File: src/rtl/gain_scheduled_pd_steering_macros.svh
// ----------------------------------------------------------------------------
// gain scheduled pd steering: assertion macros
// Clocked assertion shorthands used by the steering controller top level.
// ----------------------------------------------------------------------------
`ifndef GAIN_SCHEDULED_PD_STEERING_MACROS_SVH
`define GAIN_SCHEDULED_PD_STEERING_MACROS_SVH

// checked only outside reset
`define GSP_ASSERT_CLK(label, expr, msg) \
   label: assert property (@(posedge clock) disable iff (reset) expr) \
      else $error(msg);

// checked on every edge, reset included
`define GSP_ASSERT_ALWAYS(label, expr, msg) \
   label: assert property (@(posedge clock) expr) \
      else $error(msg);

`endif

File: src/rtl/gsp_pkg.sv
// ----------------------------------------------------------------------------
// gsp_pkg
// Types, widths and constants of the gain scheduled pd steering controller.
// ----------------------------------------------------------------------------
`default_nettype none

package gsp_pkg;

   localparam int ERR_W         = 9;
   localparam int HISTORY_DEPTH = 3;
   localparam int SPEED_W       = 12;
   localparam int GAIN_W        = 16;

   // 3*e0 - 2*e1 - e3 stays within six error magnitudes
   localparam int D5_W  = ERR_W + 3;
   localparam int PKP_W = GAIN_W + ERR_W + 1;
   localparam int PKD_W = GAIN_W + D5_W + 1;
   localparam int SUM_W = PKD_W + 2;
   localparam int X_W   = SUM_W - 8;
   localparam int T1_W  = PKP_W - 8;

   // floor(x / 5) = (x * RECIP) >> RECIP_SHIFT, exact for x < 2**X_W
   localparam int RECIP_SHIFT = X_W + 3;
   localparam longint unsigned RECIP = ((64'd1 << RECIP_SHIFT) + 64'd4) / 64'd5;
   localparam int RECIP_W = $clog2(RECIP + 1);

   localparam int PULSE_W  = 10;
   localparam int OFFSET_W = 8;
   localparam int SE_W     = 15;

   localparam int CENTER_PULSE  = 753;
   localparam int PULSE_SWING   = 89;
   localparam int PULSE_MIN     = CENTER_PULSE - PULSE_SWING;
   localparam int PULSE_MAX     = CENTER_PULSE + PULSE_SWING;
   localparam int BIG_LIMIT     = 110;
   localparam int MID_LIMIT     = 35;
   localparam int SE_MAX        = 32767;
   localparam int THRESH_RESET  = 375;

   localparam int CSR_IDX_W  = 3;
   localparam int CSR_DATA_W = 64;

   localparam logic [CSR_IDX_W-1:0] CSR_SERVO_KP        = 3'd0;
   localparam logic [CSR_IDX_W-1:0] CSR_SERVO_KD        = 3'd1;
   localparam logic [CSR_IDX_W-1:0] CSR_MOTOR_GAIN      = 3'd2;
   localparam logic [CSR_IDX_W-1:0] CSR_SPEED_THRESHOLD = 3'd3;
   localparam logic [CSR_IDX_W-1:0] CSR_CLOSED_LOOP     = 3'd4;
   localparam logic [CSR_IDX_W-1:0] CSR_SPEED_BOOST     = 3'd5;

   typedef enum logic [1:0] {
      SLOT_SMALL,
      SLOT_MID,
      SLOT_BIG
   } gain_slot_type;

   typedef struct packed {
      logic signed [ERR_W-1:0] line_position;
      logic [SPEED_W-1:0]      speed;
   } req_type;

   typedef struct packed {
      logic [PULSE_W-1:0]         servo_pulse;
      logic signed [OFFSET_W-1:0] steering_offset;
      logic [SE_W-1:0]            speed_error;
      logic                       speed_error_valid;
   } rsp_type;

   typedef struct packed {
      logic [3*GAIN_W-1:0] servo_kp;
      logic [3*GAIN_W-1:0] servo_kd;
      logic [4*GAIN_W-1:0] motor_gain;
      logic [SPEED_W-1:0]  speed_threshold;
      logic                closed_loop;
      logic                speed_boost;
   } cfg_type;

   // after gain choice
   typedef struct packed {
      logic signed [ERR_W-1:0] e0;
      logic signed [D5_W-1:0]  d5;
      logic [GAIN_W-1:0]       kp;
      logic [GAIN_W-1:0]       kd;
      logic [GAIN_W-1:0]       motor_kp;
      logic [GAIN_W-1:0]       motor_kd;
      logic                    boost;
   } sched_type;

   // raw products
   typedef struct packed {
      logic signed [PKP_W-1:0] p_kp;
      logic signed [PKD_W-1:0] p_kd;
      logic signed [PKP_W-1:0] m_kp;
      logic signed [PKD_W-1:0] m_kd;
      logic                    boost;
   } prod_type;

   // magnitudes divided by 256
   typedef struct packed {
      logic             pd_neg;
      logic [X_W-1:0]   pd_x;
      logic [T1_W-1:0]  t1;
      logic [X_W-1:0]   t2_x;
      logic             boost;
   } mag_type;

   // magnitudes divided by 1280, t1 still divided by 256
   typedef struct packed {
      logic             pd_neg;
      logic [X_W-1:0]   pd_q;
      logic [T1_W-1:0]  t1;
      logic [X_W-1:0]   t2_q;
      logic             boost;
   } quot_type;

endpackage

`default_nettype wire

File: src/rtl/gsp_sched.sv
// ----------------------------------------------------------------------------
// gsp_sched
// Input register: gain choice, error history, motor gain state, derivative.
// ----------------------------------------------------------------------------
`default_nettype none

module gsp_sched
   import gsp_pkg::*;
(
   input  wire logic      clock,
   input  wire logic      reset,
   input  wire cfg_type   cfg,
   input  wire logic      req_valid,
   output logic           req_stall,
   input  wire req_type   req_data,
   output logic           out_valid,
   input  wire logic      out_ready,
   output sched_type      out_data
);

   logic signed [ERR_W-1:0] hist_ff [HISTORY_DEPTH];
   logic [GAIN_W-1:0]       motor_kp_ff;
   logic [GAIN_W-1:0]       motor_kp_in;
   logic [GAIN_W-1:0]       motor_kd_ff;
   logic [GAIN_W-1:0]       motor_kd_in;
   logic                    valid_ff;
   sched_type               data_ff;
   sched_type               data_in;
   logic                    stage_free;
   logic                    accept;
   logic                    sched_on;
   logic [ERR_W-1:0]        abs_e0;
   gain_slot_type           slot;
   logic signed [ERR_W-1:0] e0;

   always_comb begin
      stage_free = !valid_ff || out_ready;
      req_stall  = !stage_free;
      accept     = req_valid && stage_free;

      e0       = req_data.line_position;
      abs_e0   = e0[ERR_W-1] ? ERR_W'(-e0) : ERR_W'(e0);
      sched_on = cfg.closed_loop && (req_data.speed > cfg.speed_threshold);

      if (!sched_on) begin
         slot = SLOT_SMALL;
      end else if (abs_e0 > ERR_W'(BIG_LIMIT)) begin
         slot = SLOT_BIG;
      end else if (abs_e0 > ERR_W'(MID_LIMIT)) begin
         slot = SLOT_MID;
      end else begin
         slot = SLOT_SMALL;
      end

      // motor gains only move while scheduling is active; mid uses the big set
      motor_kp_in = motor_kp_ff;
      motor_kd_in = motor_kd_ff;
      if (sched_on) begin
         if (slot == SLOT_SMALL) begin
            motor_kp_in = cfg.motor_gain[GAIN_W-1:0];
            motor_kd_in = cfg.motor_gain[2*GAIN_W-1:GAIN_W];
         end else begin
            motor_kp_in = cfg.motor_gain[3*GAIN_W-1:2*GAIN_W];
            motor_kd_in = cfg.motor_gain[4*GAIN_W-1:3*GAIN_W];
         end
      end

      unique case (slot)
         SLOT_SMALL: begin
            data_in.kp = cfg.servo_kp[GAIN_W-1:0];
            data_in.kd = cfg.servo_kd[GAIN_W-1:0];
         end
         SLOT_MID: begin
            data_in.kp = cfg.servo_kp[2*GAIN_W-1:GAIN_W];
            data_in.kd = cfg.servo_kd[2*GAIN_W-1:GAIN_W];
         end
         SLOT_BIG: begin
            data_in.kp = cfg.servo_kp[3*GAIN_W-1:2*GAIN_W];
            data_in.kd = cfg.servo_kd[3*GAIN_W-1:2*GAIN_W];
         end
         default: begin
            data_in.kp = cfg.servo_kp[GAIN_W-1:0];
            data_in.kd = cfg.servo_kd[GAIN_W-1:0];
         end
      endcase

      data_in.e0 = e0;
      // five times the weighted derivative: 3*e0 - 2*e1 - e3
      data_in.d5 = (D5_W'(e0) <<< 1) + D5_W'(e0)
                 - (D5_W'(hist_ff[0]) <<< 1) - D5_W'(hist_ff[2]);
      data_in.motor_kp = motor_kp_in;
      data_in.motor_kd = motor_kd_in;
      data_in.boost    = cfg.speed_boost;
   end

   always_ff @(posedge clock) begin
      if (reset) begin
         valid_ff    <= 1'b0;
         motor_kp_ff <= '0;
         motor_kd_ff <= '0;
         for (int i = 0; i < HISTORY_DEPTH; i++) begin
            hist_ff[i] <= '0;
         end
      end else begin
         if (stage_free) begin
            valid_ff <= req_valid;
         end
         if (accept) begin
            motor_kp_ff <= motor_kp_in;
            motor_kd_ff <= motor_kd_in;
            hist_ff[0]  <= e0;
            for (int i = 1; i < HISTORY_DEPTH; i++) begin
               hist_ff[i] <= hist_ff[i-1];
            end
         end
      end
      if (accept) begin
         data_ff <= data_in;
      end
   end

   assign out_valid = valid_ff;
   assign out_data  = data_ff;

endmodule

`default_nettype wire

File: src/rtl/gsp_mult.sv
// ----------------------------------------------------------------------------
// gsp_mult
// Product stage: servo and motor gain products, one multiplier each.
// ----------------------------------------------------------------------------
`default_nettype none

module gsp_mult
   import gsp_pkg::*;
(
   input  wire logic      clock,
   input  wire logic      reset,
   input  wire logic      in_valid,
   output logic           in_ready,
   input  wire sched_type in_data,
   output logic           out_valid,
   input  wire logic      out_ready,
   output prod_type       out_data
);

   logic     valid_ff;
   prod_type data_ff;
   prod_type data_in;
   logic     stage_free;

   always_comb begin
      stage_free = !valid_ff || out_ready;
      in_ready   = stage_free;

      data_in.p_kp  = PKP_W'($signed({1'b0, in_data.kp})) * PKP_W'(in_data.e0);
      data_in.p_kd  = PKD_W'($signed({1'b0, in_data.kd})) * PKD_W'(in_data.d5);
      data_in.m_kp  = PKP_W'($signed({1'b0, in_data.motor_kp})) * PKP_W'(in_data.e0);
      data_in.m_kd  = PKD_W'($signed({1'b0, in_data.motor_kd})) * PKD_W'(in_data.d5);
      data_in.boost = in_data.boost;
   end

   always_ff @(posedge clock) begin
      if (reset) begin
         valid_ff <= 1'b0;
      end else if (stage_free) begin
         valid_ff <= in_valid;
      end
      if (stage_free && in_valid) begin
         data_ff <= data_in;
      end
   end

   assign out_valid = valid_ff;
   assign out_data  = data_ff;

endmodule

`default_nettype wire

File: src/rtl/gsp_scale.sv
// ----------------------------------------------------------------------------
// gsp_scale
// Two stages: pd sum and magnitudes over 256, then divide by five by
// reciprocal multiply, giving truncation toward zero over 1280.
// ----------------------------------------------------------------------------
`default_nettype none

module gsp_scale
   import gsp_pkg::*;
(
   input  wire logic     clock,
   input  wire logic     reset,
   input  wire logic     in_valid,
   output logic          in_ready,
   input  wire prod_type in_data,
   output logic          out_valid,
   input  wire logic     out_ready,
   output quot_type      out_data
);

   localparam int RP_W = X_W + RECIP_W;

   logic                    mag_valid_ff;
   mag_type                 mag_ff;
   mag_type                 mag_in;
   logic                    quot_valid_ff;
   quot_type                quot_ff;
   quot_type                quot_in;
   logic                    mag_free;
   logic                    quot_free;
   logic signed [SUM_W-1:0] pd_sum;
   logic [SUM_W-1:0]        pd_abs;
   logic [PKP_W-1:0]        m_kp_abs;
   logic [PKD_W-1:0]        m_kd_abs;
   logic [RP_W-1:0]         pd_prod;
   logic [RP_W-1:0]         t2_prod;

   always_comb begin
      quot_free = !quot_valid_ff || out_ready;
      mag_free  = !mag_valid_ff || quot_free;
      in_ready  = mag_free;

      pd_sum = (SUM_W'(in_data.p_kp) <<< 2) + SUM_W'(in_data.p_kp)
             + SUM_W'(in_data.p_kd);
      pd_abs   = pd_sum[SUM_W-1] ? SUM_W'(-pd_sum) : SUM_W'(pd_sum);
      m_kp_abs = in_data.m_kp[PKP_W-1] ? PKP_W'(-in_data.m_kp) : PKP_W'(in_data.m_kp);
      m_kd_abs = in_data.m_kd[PKD_W-1] ? PKD_W'(-in_data.m_kd) : PKD_W'(in_data.m_kd);

      mag_in.pd_neg = pd_sum[SUM_W-1];
      mag_in.pd_x   = pd_abs[SUM_W-1:8];
      mag_in.t1     = m_kp_abs[PKP_W-1:8];
      mag_in.t2_x   = X_W'(m_kd_abs[PKD_W-1:8]);
      mag_in.boost  = in_data.boost;

      pd_prod = RP_W'(mag_ff.pd_x) * RP_W'(RECIP);
      t2_prod = RP_W'(mag_ff.t2_x) * RP_W'(RECIP);

      quot_in.pd_neg = mag_ff.pd_neg;
      quot_in.pd_q   = X_W'(pd_prod >> RECIP_SHIFT);
      quot_in.t1     = mag_ff.t1;
      quot_in.t2_q   = X_W'(t2_prod >> RECIP_SHIFT);
      quot_in.boost  = mag_ff.boost;
   end

   always_ff @(posedge clock) begin
      if (reset) begin
         mag_valid_ff  <= 1'b0;
         quot_valid_ff <= 1'b0;
      end else begin
         if (mag_free) begin
            mag_valid_ff <= in_valid;
         end
         if (quot_free) begin
            quot_valid_ff <= mag_valid_ff;
         end
      end
      if (mag_free && in_valid) begin
         mag_ff <= mag_in;
      end
      if (quot_free && mag_valid_ff) begin
         quot_ff <= quot_in;
      end
   end

   assign out_valid = quot_valid_ff;
   assign out_data  = quot_ff;

endmodule

`default_nettype wire

File: src/rtl/gain_scheduled_pd_steering.sv
// ----------------------------------------------------------------------------
// gain_scheduled_pd_steering
// Gain scheduled PD steering controller with speed-error magnitude.
// Throughput: one item per cycle while the result is not stalled; five
// registered stages, each with its own valid, so a stalled result only
// blocks once every stage is occupied.
// Reset: synchronous; clears history, motor gains, held speed error and
// registers (speed threshold 375, others zero); no clearing pass.
// ----------------------------------------------------------------------------
`default_nettype none

`include "gain_scheduled_pd_steering_macros.svh"

module gain_scheduled_pd_steering
   import gsp_pkg::*;
(
   input  wire logic                  clock,
   input  wire logic                  reset,
   input  wire logic                  req_valid,
   output logic                       req_stall,
   input  wire req_type               req_data,
   output logic                       rsp_valid,
   input  wire logic                  rsp_stall,
   output rsp_type                    rsp_data,
   input  wire logic                  csr_we,
   input  wire logic [CSR_IDX_W-1:0]  csr_index,
   input  wire logic [CSR_DATA_W-1:0] csr_wdata
);

   cfg_type    cfg_ff;
   sched_type  sched_data;
   logic       sched_valid;
   logic       mult_ready;
   prod_type   prod_data;
   logic       prod_valid;
   logic       scale_ready;
   quot_type   quot_data;
   logic       quot_valid;
   logic       out_free;

   logic                       rsp_valid_ff;
   rsp_type                    rsp_ff;
   rsp_type                    rsp_in;
   logic [SE_W-1:0]            speed_error_held_ff;
   logic [SE_W-1:0]            speed_error_held_in;
   logic [OFFSET_W-1:0]        swing;
   logic signed [OFFSET_W-1:0] offset;
   logic [X_W:0]               se_sum;
   logic [SE_W-1:0]            se_new;

   always_ff @(posedge clock) begin
      if (reset) begin
         cfg_ff.servo_kp        <= '0;
         cfg_ff.servo_kd        <= '0;
         cfg_ff.motor_gain      <= '0;
         cfg_ff.speed_threshold <= SPEED_W'(THRESH_RESET);
         cfg_ff.closed_loop     <= 1'b0;
         cfg_ff.speed_boost     <= 1'b0;
      end else if (csr_we) begin
         unique case (csr_index)
            CSR_SERVO_KP:        cfg_ff.servo_kp        <= csr_wdata[3*GAIN_W-1:0];
            CSR_SERVO_KD:        cfg_ff.servo_kd        <= csr_wdata[3*GAIN_W-1:0];
            CSR_MOTOR_GAIN:      cfg_ff.motor_gain      <= csr_wdata[4*GAIN_W-1:0];
            CSR_SPEED_THRESHOLD: cfg_ff.speed_threshold <= csr_wdata[SPEED_W-1:0];
            CSR_CLOSED_LOOP:     cfg_ff.closed_loop     <= csr_wdata[0];
            CSR_SPEED_BOOST:     cfg_ff.speed_boost     <= csr_wdata[0];
            default: begin
            end
         endcase
      end
   end

   gsp_sched u_sched (
      .clock     (clock),
      .reset     (reset),
      .cfg       (cfg_ff),
      .req_valid (req_valid),
      .req_stall (req_stall),
      .req_data  (req_data),
      .out_valid (sched_valid),
      .out_ready (mult_ready),
      .out_data  (sched_data)
   );

   gsp_mult u_mult (
      .clock     (clock),
      .reset     (reset),
      .in_valid  (sched_valid),
      .in_ready  (mult_ready),
      .in_data   (sched_data),
      .out_valid (prod_valid),
      .out_ready (scale_ready),
      .out_data  (prod_data)
   );

   gsp_scale u_scale (
      .clock     (clock),
      .reset     (reset),
      .in_valid  (prod_valid),
      .in_ready  (scale_ready),
      .in_data   (prod_data),
      .out_valid (quot_valid),
      .out_ready (out_free),
      .out_data  (quot_data)
   );

   // output stage: clamp, offset, saturating speed error
   always_comb begin
      out_free = !rsp_valid_ff || !rsp_stall;

      swing  = (quot_data.pd_q > X_W'(PULSE_SWING)) ? OFFSET_W'(PULSE_SWING)
                                                    : OFFSET_W'(quot_data.pd_q);
      offset = quot_data.pd_neg ? -$signed(swing) : $signed(swing);

      se_sum = (X_W+1)'(quot_data.t1) + (X_W+1)'(quot_data.t2_q);
      se_new = (se_sum > (X_W+1)'(SE_MAX)) ? SE_W'(SE_MAX) : SE_W'(se_sum);

      speed_error_held_in = quot_data.boost ? se_new : speed_error_held_ff;

      rsp_in.servo_pulse       = PULSE_W'(CENTER_PULSE) + PULSE_W'(offset);
      rsp_in.steering_offset   = offset;
      rsp_in.speed_error       = speed_error_held_in;
      rsp_in.speed_error_valid = quot_data.boost;
   end

   always_ff @(posedge clock) begin
      if (reset) begin
         rsp_valid_ff        <= 1'b0;
         speed_error_held_ff <= '0;
      end else begin
         if (out_free) begin
            rsp_valid_ff <= quot_valid;
         end
         if (out_free && quot_valid) begin
            speed_error_held_ff <= speed_error_held_in;
         end
      end
      if (out_free && quot_valid) begin
         rsp_ff <= rsp_in;
      end
   end

   assign rsp_valid = rsp_valid_ff;
   assign rsp_data  = rsp_ff;

   `GSP_ASSERT_CLK(a_pulse_range, rsp_valid |-> (rsp_data.servo_pulse >= PULSE_W'(PULSE_MIN)) && (rsp_data.servo_pulse <= PULSE_W'(PULSE_MAX)), "servo pulse outside clamp range")
   `GSP_ASSERT_CLK(a_offset_match, rsp_valid |-> (rsp_data.servo_pulse == PULSE_W'(CENTER_PULSE) + PULSE_W'(rsp_data.steering_offset)), "steering offset does not match pulse")
   `GSP_ASSERT_CLK(a_held_match, rsp_valid |-> (rsp_data.speed_error == speed_error_held_ff), "speed error differs from held value")
   `GSP_ASSERT_ALWAYS(a_reset_empty, reset |=> !rsp_valid, "result valid right after reset")

endmodule

`default_nettype wire

File: config.mk
export PLATFORM = sky130hd
export DESIGN_NAME = gain_scheduled_pd_steering
export DESIGN_NICKNAME = d
export VERILOG_FILES = /design/src/rtl/gsp_pkg.sv /design/src/rtl/gsp_sched.sv /design/src/rtl/gsp_mult.sv /design/src/rtl/gsp_scale.sv /design/src/rtl/gain_scheduled_pd_steering.sv
export VERILOG_INCLUDE_DIRS = /design/src /design/src/rtl
export SDC_FILE = /design/constraint.sdc
export NUM_CORES = 2
export LEC_CHECK = 0
export BUFFER_PORTS_ARGS = -buffer_cell sky130_fd_sc_hd__clkbuf_2
export CAP_MARGIN = 10
export CORE_UTILIZATION = 35
export CTS_CLUSTER_SIZE = 20
export DETAILED_ROUTE_END_ITERATION = 8
export PLACE_DENSITY = 0.54
export RECOVER_POWER = 100
export SYNTH_ARGS = -nofsm -noshare
export SYNTH_HDL_FRONTEND = slang
export SYNTH_SLANG_ARGS = --single-unit
File: constraint.sdc
create_clock -name clock -period 9.6 [get_ports clock]
set_input_delay 1.92 -clock clock [delete_from_list [all_inputs] [get_ports clock]]
set_output_delay 1.92 -clock clock [all_outputs]
set_load 0.02 [all_outputs]
[Word-level counts from Yosys, hierarchy flattened]
Memory sizes are Yosys's and may differ from the RTL's.
Cells that the tools add are included.
Storage, ports and cells
  output and inout port bits: 36
  memory bits (writable): 27
  memories kept: 1
  register bits: 583
Memories
  u_sched.hist_ff: words 3, width 9, read ports 3, clocked after Yosys merged registers in 0, wr ports 3, line gsp_sched.sv:21  | logic signed [ERR_W-1:0] hist_ff [HISTORY_DEPTH];
Cells by class
  multipliers: 6
  $add $sub $neg: 12
  eq/ne operators: 7
  multiplexer cells: 24
  bitwise logic cells: 3
  reductions and logical operators: 26
  $lt $le $gt $ge: 5
Operators by type and width (count)
  $mux 16: 4
  $pmux 32 s2: 1
  $mul 17x12->29: 2
  $mul 17x9->26: 2
  $mul 23x24->47 const B: 1
  $mul 21x24->45 const B: 1
  $mux 9: 4
  $neg 31->31: 1
  $add 29x29->30: 1
  $mux 15: 2
  $mux 30: 1
  $add 28x26->29: 1
  $neg 29->29: 1
  $mux 28: 1
  $neg 26->26: 1
  $mux 25: 1
  $add 18x21->22: 1
  $gt 22x15->1 const B: 1
  $gt 21x7->1 const B: 1
  $mux 8: 2
  $gt 12x12->1: 1
  $reduce_and 2->1: 6
  $sub 11x10->12: 1
  $sub 12x9->12: 1
  19 further kinds: 44

[Depth between registers and ports, before layout]
  depth after elaboration: 11
  gate-level depth with buffers: 27
  gate-level depth less buffers: 27

[Modules after synthesis]
From an unflattened synthesis, not the netlist that was laid out.
Second synthesis, totals
  cell total of the unflattened synthesis: 6511
  area, all modules: 63568.5 µm²
By module, submodules not included
  gsp_mult: cells an instance 2708, area each 25793.5 µm², instances 1, sequential area each 3353.2 µm²
  gsp_scale: cells an instance 2002, area each 20992.6 µm², instances 1, sequential area each 3763.6 µm²
  gain_scheduled_pd_steering: cells an instance 1126, area each 9316.4 µm², instances 1, sequential area each 4794.6 µm²
  gsp_sched: cells an instance 675, area each 7465.9 µm², instances 1, sequential area each 4053.9 µm²

[Least setup slack after synthesis]
OpenSTA, ideal clock, no wires.
  path kind: input port to flip-flop
  from: input port rsp_stall
  to: register u_mult.data_ff (netlist bit u_mult.out_data[0]) (enable)
  cell stages on the path: 3
  path slack: 1.144 ns
  path buffers: 1
  library setup time: 0.647 ns
  arrival time: 7.809 ns
  cells stage by stage: and3_1 > clkbuf_1 > a31oi_1
On the way
  cells in the longest elaborated chain, start to end: 6
Ends and longest elaborated chain
  start: declaration: line gain_scheduled_pd_steering.sv:23  | input wire logic rsp_stall,
  $logic_not 1->1: line gain_scheduled_pd_steering.sv:109  | out_free = !rsp_valid_ff || !rsp_stall;
  $logic_or 1x1->1: line gain_scheduled_pd_steering.sv:109
  $logic_or 1x1->1: line gsp_scale.sv:39  | quot_free = !quot_valid_ff || out_ready;
  $logic_or 1x1->1: line gsp_scale.sv:40  | mag_free = !mag_valid_ff || quot_free;
  $logic_or 1x1->1: line gsp_mult.sv:26  | stage_free = !valid_ff || out_ready;
  $logic_and 1x1->1: line gsp_mult.sv:42  | if (stage_free && in_valid) begin
  end signal: assignment: line gsp_mult.sv:43  | data_ff <= data_in;
  end: declaration: line gsp_mult.sv:21  | prod_type data_ff;
Every way passes these cells.
A chain may end at the register's enable or synchronous reset.

==> flow_summary_export.csv <==
group,metric,value,unit
drt,wl,146000,um
clock_network,clk_latency,0.66,ns
global_route,grt_util_met1,0.235,
synth,synthFlopType,"edfxtp_1",
worst_setup_path,crit_type,"flop to flop",
layout,fin_nets,7923,
clock_network,clkTransAtPathRegs,0.06,ns
synth,ys_types,75,
worst_setup_path,path_buf_inv,4,
synth,ys_ff_latch,607,
layout,final_area,66900,um2
global_route,grt_start_max_net_pins,163,
timing,hold_viol,0,
worst_setup_path,cp_slowest_stage_delay,1.32,ns
floorplan,fp.dieArea,178000,um2
drt,ant_nets,0,
timing,rsz0062_at_grt,"false",
worst_setup_path,worstPathMaxFanout,32,
worst_setup_path,worst-r2r-setup-slack,2.04,ns
floorplan,dieHeight,422,um
worst_setup_path,arrival,7.96,ns
global_route,grt_pass1_vias,43500,
synth,synthCells,6251,
timing,fin_crit,7.56,ns
global_route,track_usage,0.167,
layout,final_common_cell,"inv_1",
synth,synthArstFlopShare,0,
worst_setup_path,path_delay_family,"adder cells",
worst_setup_path,cp_slowest_cell,"clkbuf_1",
synth,synthXorXnorAreaFrac,0.0318,
synth,synth_top_family_by_area,"adder cells",
floorplan,rows,153,
floorplan,die_w,422,um
clock_network,ctsResizeCount,0,
placement,finalWeightedCongestion,0.853,
synth,synthDominantCellAreaShare,0.256,
timing,slew_headroom,-1.58,
clock_network,ctsHtreeMaxLevel,3,
worst_setup_path,endpoint_kind,"flop",
layout,utilization,0.384,
drt,vias,41600,
run,max_cap_viol_count,12,
timing,fmax,132,MHz
min_path,min_path_cells,0,
worst_setup_path,rr_worst_depth,23,
global_route,met3_usage,0.0212,
outcome,status,"finished with violations",
placement,place_area,64800,um2
synth,yosys.area.top_type,"fa_1",
global_route,antenna_found_initial,5,
synth,synth_edf_count,381,
synth,synth_compound_area_frac,0.0752,
timing,setup_violations,0,
drt,dr.pass1.iters,7,
synth,post_synth_mux_area_share,0.0125,
worst_setup_path,crit_chain,"clkbuf_1 > nand2_1 > fa_1 > fa_1 > inv_1 > ha_1 > inv_1 > fa_1 > inv_1 > ha_1 > ha_1 > fa_1 > a21o_1 > a21oi_1 > nor2b_1 > o21ai_0 > a211oi_1 > or3b_2 > and3_1 > or3_1 > a31o_2 > a21oi_1 > xnor2_1",
clock_network,cts_tree,"built",
layout,mostFrequentLayoutCells,"inv_1, nand2_1, fa_1",
clock_network,cts_buffer_depth,3,
floorplan,coreArea,174000,um2
global_route,overflow,0,
clock_network,cts-buffers-inserted,70,
timing,fin_tns_setup,0,ns
synth,syn_avg_cell_area,9.87,um2
drt,drtIter0Drc,2271,
synth,ys_seq_area_frac,0.259,
synth,synth_fp_nets,7910,
worst_setup_path,crit_top_cell,"fa_1",
timing,worst_clock_skew,0.0221,ns
global_route,grt_busiest_layer,"met2",
outcome,failed_checks,"capacitance limit, slew limit",
synth,yosys.area_share.simple,0.128,
layout,syn_to_final_growth,8.48,%
timing,fin_ws,2.04,ns
worst_setup_path,critPathLaunchType,"flop",
drt,post_drt_wl_per_cell,16.9,um
layout,drive_gt1_frac,0.0449,
floorplan,boundaryPins,129,
synth,yosys_warnings,0,
timing,fin_crit_sh,0.787,
timing,max_slew.worst_pin.slew,3.87,ns
synth,yosys-top-cells-area,"fa_1, edfxtp_1, ha_1",
timing,slew_violations,605,
global_route,grt_pass1_wl,236000,um
placement,numPortBuffers,127,
placement,post-dp-hpwl,115000,um
clock_network,root_buffer,"clkbuf_16",
worst_setup_path,cp.required,10.01,ns
drt,drc,0,
clock_network,cts_sinks,607,
worst_setup_path,crit_cells,23,
synth,synth_fa_ha_area_frac,0.414,
clock_network,cts_hold_buffers,0,
floorplan,start_util,0.354,
synth,netlist_area,61700,um2
drt,viasPerCell,4.81,
global_route,use_met2,0.271,
placement,post-place-ws,2.03,ns
min_path,min_path_type,"flop to flop",
clock_network,cts_setup_buffers,0,
cells in the mapped netlist (128+ instances only):
cell      number
nand2_1      939
fa_1         790
nor2_1       161
ha_1         776
and2_1       252
clkbuf_1     215
a21oi_1      357
dfxtp_1      226
edfxtp_1     381
o21ai_0      128
xnor2_1      171
inv_1       1073
cell type report:
| cell class | instances | area, um2 |
|---|---|---|
| Fill cell | 17300 | 107000 |
| Multi-Input combinational cell | 4344 | 40900 |
| Sequential cell | 607 | 16000 |
| Inverter | 1073 | 4030 |
| Tap cell | 2325 | 2910 |
| Clock buffer | 96 | 1960 |
| Timing Repair Buffer | 168 | 845 |
| Clock inverter | 33 | 320 |
| Antenna cell | 2 | 5.00 |
logic make-up (layout without fill, tap and decap cells):
kind of cell | after synthesis | in the layout
xor+xnor | 224 | 224
fa+ha+maj | 1566 | 1566
simple gates | 1710 | 1710
other cells | 2 | 4
compound gates | 773 | 773
buf+inv | 1300 | 1370
mux | 69 | 69
flops | 607 | 607
final timing paths:
check / end / startpoint
max: u_mult.out_data[55]$_DFFE_PP_ / u_sched.out_data[77]$_DFFE_PP_
min: u_scale.out_data[33]$_DFFE_PP_ / u_scale.mag_ff[33]$_DFFE_PP_
max reg2reg: u_mult.out_data[55]$_DFFE_PP_ / u_sched.out_data[77]$_DFFE_PP_
min reg2reg: u_scale.out_data[33]$_DFFE_PP_ / u_scale.mag_ff[33]$_DFFE_PP_
sequential cells by signal (all words and copies together) (netlist names):
| register | count |
|---|---|
| cfg_ff | 174 |
| u_mult.out_data | 111 |
| u_sched.out_data | 86 |
| u_scale.mag_ff | 64 |
| u_scale.out_data | 60 |
| rsp_data | 33 |
| u_sched.hist_ff | 27 |
| u_sched.motor_kd_ff | 16 |
| u_sched.motor_kp_ff | 16 |
| speed_error_held_ff | 15 |
| rsp_valid | 1 |
| u_mult.out_valid | 1 |
| u_scale.mag_valid_ff | 1 |
| u_scale.out_valid | 1 |
| u_sched.out_valid | 1 |
per-stage QoR:
stage / cells / hold slack (ns)
4_1_cts: 8646 / 0.419
6_report: 8648 / 0.418
2_1_floorplan: 6251 / 0.400
3_5_place_dp: 8517 / 0.405
5_1_grt: 8646 / 0.422
3_3_place_gp: 8517 / 0.404
layer usage:
metal  routed length, um  share of wire
met2               66700           0.46
met1               70200           0.48
met3                5800          0.040
met4                3370          0.023
met5                  23        0.00016
Power is left out: the tool's default activity adds up to more than one toggle a clock period on the data nets, which glitch-free logic cannot reach.
